===== src/rtl/fqp_pkg.sv =====
// ----------------------------------------------------------------------------
// fqp_pkg: shared types and constants for the promote-to-front FIFO
// Queue geometry, opcodes, status codes and the IEEE single equality test.
// ----------------------------------------------------------------------------
package fqp_pkg;

	// Queue geometry (depth must stay a power of two for ring wraparound)
	localparam int QUEUE_DEPTH = 16;
	localparam int IDX_W       = $clog2(QUEUE_DEPTH);
	localparam int CNT_W       = IDX_W + 1;

	// Item field widths
	localparam int VAL_W  = 32;
	localparam int OP_W   = 2;
	localparam int STAT_W = 2;

	// Stream data widths, padded to whole bytes
	localparam int S_DATA_W = 32;
	localparam int M_DATA_W = 40;

	localparam logic [VAL_W-1:0] MINUS_ONE_PATTERN = 32'hBF80_0000;

	typedef enum logic [OP_W-1:0] {
		OP_INSERT  = 2'd0,
		OP_REMOVE  = 2'd1,
		OP_PROMOTE = 2'd2,
		OP_NONE    = 2'd3
	} opcode_t;

	typedef enum logic [STAT_W-1:0] {
		ST_OK        = 2'd0,
		ST_EMPTY     = 2'd1,
		ST_NOT_FOUND = 2'd2,
		ST_FULL      = 2'd3
	} status_t;

	// NaN: exponent all ones, mantissa nonzero
	function automatic logic is_nan(input logic [VAL_W-1:0] x);
		return (x[30:23] == 8'hFF) && (x[22:0] != 23'd0);
	endfunction

	// IEEE equality: +0 == -0, NaN never equal
	function automatic logic ieee_equal(input logic [VAL_W-1:0] a,
	                                    input logic [VAL_W-1:0] b);
		logic res;
		if (is_nan(a) || is_nan(b)) begin
			res = 1'b0;
		end else if ((a[30:0] == 31'd0) && (b[30:0] == 31'd0)) begin
			res = 1'b1;
		end else begin
			res = (a == b);
		end
		return res;
	endfunction

	// Physical slot of the k-th entry from the head
	function automatic logic [IDX_W-1:0] slot_of(input logic [IDX_W-1:0] head,
	                                             input logic [IDX_W-1:0] k);
		logic [IDX_W:0] sum;
		sum = {1'b0, head} + {1'b0, k};
		return sum[IDX_W-1:0];
	endfunction

endpackage


===== src/rtl/fifo_queue_with_promote_to_front.sv =====
// ----------------------------------------------------------------------------
// fifo_queue_with_promote_to_front: bounded float FIFO with promote-to-front
// Ring buffer of IEEE single patterns with insert, remove and promote.
// ----------------------------------------------------------------------------
// Usage:
//   Input channel s_*: one item per operation, opcode on s_tuser, value on
//   s_tdata. Output channel m_*: exactly one result item per input item,
//   status on m_tuser, removed value and occupancy on m_tdata.
//   Items are handled one at a time; s_tready is high only while the
//   sequencer is idle. Insert and unused opcodes go straight to the result
//   step; remove adds one registered memory read. Promote on an empty or
//   one-entry queue goes straight to the result; otherwise the scan reads,
//   then compares, each entry inspected, and a match at position p shifts
//   the p entries ahead of it down one slot and then writes the match at the
//   head. This work is serial, set by the single read and single write port
//   of the entry memory.
//   Reset empties the queue (head and count cleared); stored entries are
//   not cleared and are never read before being written.
//   A finished result sits in the output register; the next item is accepted
//   while it waits, and its own result waits until m_tready frees the slot.
module fifo_queue_with_promote_to_front (
	input  logic                           clk,
	input  logic                           arst_n,
	input  logic                           s_tvalid,
	output logic                           s_tready,
	input  logic [fqp_pkg::S_DATA_W-1:0]   s_tdata,  // [31:0] value
	input  logic [fqp_pkg::OP_W-1:0]       s_tuser,  // [1:0] opcode
	output logic                           m_tvalid,
	input  logic                           m_tready,
	output logic [fqp_pkg::M_DATA_W-1:0]   m_tdata,  // [31:0] removed_value, [36:32] occupancy
	output logic [fqp_pkg::STAT_W-1:0]     m_tuser   // [1:0] status
);
	import fqp_pkg::*;

	typedef enum logic [2:0] {
		S_IDLE,
		S_POP,
		S_SCAN_RD,
		S_SCAN_CMP,
		S_SHIFT_RD,
		S_SHIFT_WR,
		S_FRONT,
		S_DONE
	} state_t;

	state_t             state_q;
	logic [IDX_W-1:0]   head_q;
	logic [CNT_W-1:0]   count_q;
	logic [IDX_W-1:0]   idx_q;
	logic [VAL_W-1:0]   key_q;
	logic [VAL_W-1:0]   found_q;
	logic [VAL_W-1:0]   res_val_q;
	status_t            res_stat_q;

	logic               m_valid_q;
	logic [VAL_W-1:0]   m_val_q;
	logic [CNT_W-1:0]   m_occ_q;
	status_t            m_stat_q;

	// Entry memory: one write port, one registered read port
	logic [VAL_W-1:0]   mem [QUEUE_DEPTH];
	logic [VAL_W-1:0]   rdata_q;
	logic [IDX_W-1:0]   raddr;
	logic [IDX_W-1:0]   waddr;
	logic [VAL_W-1:0]   wdata;
	logic               we;

	logic               accept;
	logic               full;
	logic               last_idx;
	logic               out_free;
	opcode_t            op_in;
	logic [VAL_W-1:0]   val_in;

	assign accept   = s_tvalid && s_tready;
	assign s_tready = (state_q == S_IDLE);
	assign full     = (count_q == CNT_W'(QUEUE_DEPTH));
	assign last_idx = ({1'b0, idx_q} == (count_q - CNT_W'(1)));
	assign out_free = !m_valid_q || m_tready;
	assign op_in    = opcode_t'(s_tuser);
	assign val_in   = s_tdata[VAL_W-1:0];

	// Read address per state
	always_comb begin
		case (state_q)
			S_SCAN_RD:  raddr = slot_of(head_q, idx_q);
			S_SHIFT_RD: raddr = slot_of(head_q, idx_q - IDX_W'(1));
			default:    raddr = head_q;
		endcase
	end

	// Write port per state
	always_comb begin
		we    = 1'b0;
		waddr = head_q;
		wdata = rdata_q;
		case (state_q)
			S_IDLE: begin
				we    = accept && (op_in == OP_INSERT) && !full;
				waddr = slot_of(head_q, count_q[IDX_W-1:0]);
				wdata = val_in;
			end
			S_SHIFT_WR: begin
				we    = 1'b1;
				waddr = slot_of(head_q, idx_q);
				wdata = rdata_q;
			end
			S_FRONT: begin
				we    = 1'b1;
				waddr = head_q;
				wdata = found_q;
			end
			default: begin
				we = 1'b0;
			end
		endcase
	end

	// Memory array
	always_ff @(posedge clk) begin
		if (we) begin
			mem[waddr] <= wdata;
		end
		rdata_q <= mem[raddr];
	end

	// Sequencer and result registers
	always_ff @(posedge clk or negedge arst_n) begin
		if (!arst_n) begin
			state_q    <= S_IDLE;
			head_q     <= '0;
			count_q    <= '0;
			idx_q      <= '0;
			key_q      <= '0;
			found_q    <= '0;
			res_val_q  <= '0;
			res_stat_q <= ST_OK;
		end else begin
			case (state_q)
				S_IDLE: begin
					if (accept) begin
						key_q <= val_in;
						idx_q <= '0;
						case (op_in)
							OP_INSERT: begin
								res_val_q <= '0;
								state_q   <= S_DONE;
								if (full) begin
									res_stat_q <= ST_FULL;
								end else begin
									res_stat_q <= ST_OK;
									count_q    <= count_q + CNT_W'(1);
								end
							end
							OP_REMOVE: begin
								if (count_q == '0) begin
									res_val_q  <= MINUS_ONE_PATTERN;
									res_stat_q <= ST_EMPTY;
									state_q    <= S_DONE;
								end else begin
									res_val_q  <= '0;
									res_stat_q <= ST_OK;
									state_q    <= S_POP;
								end
							end
							OP_PROMOTE: begin
								res_val_q <= '0;
								if (count_q == '0) begin
									res_stat_q <= ST_EMPTY;
									state_q    <= S_DONE;
								end else if (count_q == CNT_W'(1)) begin
									res_stat_q <= ST_OK;
									state_q    <= S_DONE;
								end else begin
									res_stat_q <= ST_OK;
									state_q    <= S_SCAN_RD;
								end
							end
							default: begin
								res_val_q  <= '0;
								res_stat_q <= ST_OK;
								state_q    <= S_DONE;
							end
						endcase
					end
				end
				// head entry read in the accept cycle
				S_POP: begin
					res_val_q <= rdata_q;
					head_q    <= slot_of(head_q, IDX_W'(1));
					count_q   <= count_q - CNT_W'(1);
					state_q   <= S_DONE;
				end
				S_SCAN_RD: begin
					state_q <= S_SCAN_CMP;
				end
				// compare entry idx_q against the key
				S_SCAN_CMP: begin
					if (ieee_equal(rdata_q, key_q)) begin
						found_q <= rdata_q;
						state_q <= (idx_q == '0) ? S_DONE : S_SHIFT_RD;
					end else if (last_idx) begin
						res_stat_q <= ST_NOT_FOUND;
						state_q    <= S_DONE;
					end else begin
						idx_q   <= idx_q + IDX_W'(1);
						state_q <= S_SCAN_RD;
					end
				end
				S_SHIFT_RD: begin
					state_q <= S_SHIFT_WR;
				end
				// entry k-1 moves into slot k
				S_SHIFT_WR: begin
					if (idx_q == IDX_W'(1)) begin
						state_q <= S_FRONT;
					end else begin
						idx_q   <= idx_q - IDX_W'(1);
						state_q <= S_SHIFT_RD;
					end
				end
				S_FRONT: begin
					state_q <= S_DONE;
				end
				S_DONE: begin
					if (out_free) begin
						state_q <= S_IDLE;
					end
				end
				default: begin
					state_q <= S_IDLE;
				end
			endcase
		end
	end

	// Output register
	always_ff @(posedge clk or negedge arst_n) begin
		if (!arst_n) begin
			m_valid_q <= 1'b0;
			m_val_q   <= '0;
			m_occ_q   <= '0;
			m_stat_q  <= ST_OK;
		end else begin
			if (state_q == S_DONE && out_free) begin
				m_valid_q <= 1'b1;
				m_val_q   <= res_val_q;
				m_stat_q  <= res_stat_q;
				m_occ_q   <= count_q;
			end else if (m_tready) begin
				m_valid_q <= 1'b0;
			end
		end
	end

	assign m_tvalid = m_valid_q;
	assign m_tdata  = {(M_DATA_W - VAL_W - CNT_W)'(0), m_occ_q, m_val_q};
	assign m_tuser  = m_stat_q;

endmodule


===== config.mk =====
export PLATFORM = sky130hd
export DESIGN_NAME = fifo_queue_with_promote_to_front
export DESIGN_NICKNAME = d
export VERILOG_FILES = /design/src/rtl/fqp_pkg.sv /design/src/rtl/fifo_queue_with_promote_to_front.sv
export SDC_FILE = /design/constraint.sdc
export NUM_CORES = 1
export LEC_CHECK = 0
export ABC_AREA = 1
export BUFFER_PORTS_ARGS = -buffer_cell sky130_fd_sc_hd__buf_2
export CORE_MARGIN = 4
export CORE_UTILIZATION = 56
export CTS_CLUSTER_SIZE = 16
export DETAILED_ROUTE_END_ITERATION = 10
export GPL_TIMING_DRIVEN = 0
export PLACE_DENSITY_LB_ADDON = 0.3
export SLEW_MARGIN = 10
export SYNTH_ARGS = -nofsm -noshare
export SYNTH_HDL_FRONTEND = slang
export SYNTH_SLANG_ARGS = --single-unit

===== constraint.sdc =====
create_clock -name clk -period 3.25 [get_ports clk]
set_input_delay 0.65 -clock clk [delete_from_list [all_inputs] [get_ports clk]]
set_output_delay 0.65 -clock clk [all_outputs]
set_load 0.02 [all_outputs]

==> metrics.cfg <==
[status]
status = finished with violations
violations = hold timing

[detailed_routing]
vias_per_cell = 6.04
wl_per_cell_um = 24.1
drc = 0
initialDrtViolationCount = 2578
wirelength_mm = 84.4
drt_pass1_iterations = 6
postRouteAntennaNets = 0
vias = 21100

[setup_path]
cp-start-kind = flop
arrival_ps = 3510
cp.required_ps = 3540
crit_path_max_fanout = 21
endpoint_kind = flop
path_class = flop to flop

[clocking]
cts_root_buf = clkbuf_16
cts_tree = done
path_clk_slew_ps = 60
clockBufferDepth = 3
numCtsBuffers = 71
clock_latency_ps = 600
htree_levels = 3
cts_hold_buffers = 0
cts_sinks = 698

[placement]
placed_cells = 3330
portBuffers = 78
hpwl_mm = 58.5
place_congestion = 0.887

[die]
die_h_um = 236
start_util_pct = 56.7
dieArea_um2 = 55800
rows = 83
die_x_um = 236
coreArea_um2 = 51500
io_pins = 82

[timing]
rsz0062_at_grt = true
hold_viol_final = 2
slew_violations = 0
period_share_pct = 98.8
skew_ps = 21.7
maxSlewHeadroom_pct = 40.4
hold_ws_ps = -4.88
fmax_mhz = 311
worst_pin_slew_ps = 893
fin_crit_ps = 3210
finalSetupViolCount = 0
tns_ps = 0

[final_layout]
final_cell_mix = 512 x edfxtp_1, 401 x nand2_1, 249 x o211ai_1, 217 x nor2_1, 209 x o21ai_0
syn_to_final_growth_pct = 16.1
drive_above_1_share_pct = 14.4
layout.nets = 2824
diodes = 0
stdcell_count = 3496
final_common_cell = edfxtp_1

[logic_synthesis]
synth-xor-area-share_pct = 1.26
synth_compound_area_share_pct = 11.9
synthFlopType = edfxtp_1
yosys.area_share.simple_pct = 12.8
synthAdderAreaFrac_pct = 1.11
yosysTopAreaCell = edfxtp_1
synth-seq-area-share_pct = 68.1
ys_seq_elements = 698
async_reset_ff_share_pct = 22.1
synth_mux_area_share_pct = 0.0771
synth_top_family_by_area = simple AND/OR/NAND/NOR gates
synth_area_leaders = edfxtp_1 53%, dfrtp_1 13%, o211ai_1 6.4%
synth_edf_count = 512
synth_area_um2 = 29200
ys_warn_count = 0
synthCells = 2551
avgSynthCellArea_um2 = 11.4
yosys.area.top_type_share_pct = 52.7
synth_cell_type_count = 47

[global_routing]
grt_usage_pct = 29.8
grt_pass1_vias = 20800
grt_start_max_net_pins = 79
grt_first_pass_wirelength_mm = 126
gr-total-overflow = 0
antenna_found_initial = 4

[job]
cap_violations = 0

[hold_path]
hold_class = primary input to async pin

-- final timing paths --
check,start,to,slack [ps],cells past startpoint
max in group asynchronous,arst_n,found_q[14],2420,2
worst max-delay path,head_q[0],mem[0][24],40,7
worst max register to register,head_q[0],mem[0][24],40,7
worst min-delay path,arst_n,m_occ_q[3],-5,1
worst min register to register,res_stat_q[0],res_stat_q[0],470,2
min in group clk,s_tdata[28],key_q[28],280,3
-- layer usage --
layer	GRT usage [%]	wire (um)	vias to the layer above	part of all wire (%)
met5	0	27	-	0.032
met2	49.0	40600	1204	48
met1	39.2	31500	10300	37
met3	5.89	9020	187	11
li1	-	-	9390	-
met4	12.0	3150	4	3.7
-- critical path, stage by stage (launching register included) --
cell	delay (ps)
dfrtp_1	500
ha_1	300
fa_1	470
a22o_1	250
a21oi_1	350
nand3_1	460
nor2_4	330
buf_12	230
-- metrics by stage --
step	setup slack, ps	cell area [um2]	util, %
2_1_floorplan	-276	29200	-
6_report	38.0	33900	65.8
3_5_place_dp	-794	31000	60.2
5_1_grt	-61.8	33900	65.8
4_1_cts	20.7	33700	65.4
3_3_place_gp	-2340	30400	59.1
-- synthesized netlist by cell type, types with 2 or more instances --
cell type and n:
nor3_1 3, nor2_1 233, buf_1 5, a21oi_1 7, mux2_2 2, nand3_2 2
o211ai_1 249, o31ai_1 2, dfxtp_1 32, buf_2 49, xnor2_1 28, nand3_1 151
clkbuf_1 84, nor2_2 4, inv_1 198, or2_1 5, or2_2 21, nand2b_1 2
dfrtp_1 154, o22ai_1 25, fa_1 3, inv_2 12, o221ai_1 7, o21ai_0 209
ha_1 21, buf_4 5, nand2_1 406, clkbuf_2 2, or2_0 39, xor2_1 14
edfxtp_1 512, a22oi_1 2, o21ai_1 39, nand4_1 11
-- layout make-up --
class / instances / area, um2
plain buffers: 142 / 706
fillers: 3794 / 17600
inverters: 211 / 792
flip-flops and latches: 698 / 19900
multi-input cells: 1499 / 8120
clock buffers: 92 / 1910
clock inverters: 35 / 313
well taps: 680 / 851
repair buffers: 139 / 1340
-- cell families after synthesis --
logic type | count (synthesis)
AND/OR/NAND/NOR | 880
flip-flops | 698
AO/OA/AOI/OAI | 548
buffers and inverters | 356
XOR/XNOR | 42
adder cells (fa/ha/maj) | 24
multiplexers | 2
other | 1
-- state kept, by name (all words and copies together), names as in the netlist --
name,cells
count_q,5
found_q,32
head_q,4
idx_q,4
key_q,32
m_occ_q,5
m_tuser,2
m_tvalid,1
m_val_q,32
mem,512
rdata_q,32
res_stat_q,2
res_val_q,32
state_q,3
-- what timing repair did --
action | in CTS | in global routing
hold endpoints to repair | 0 | 0
pin swaps | 21 | 3
setup buffers | 28 | 4
gates resized for setup | 33 | 42
setup endpoints to repair | 660 | 380
Power is not shown: default switching activity piles up to over one toggle a cycle in this logic, so the estimate is an artifact.
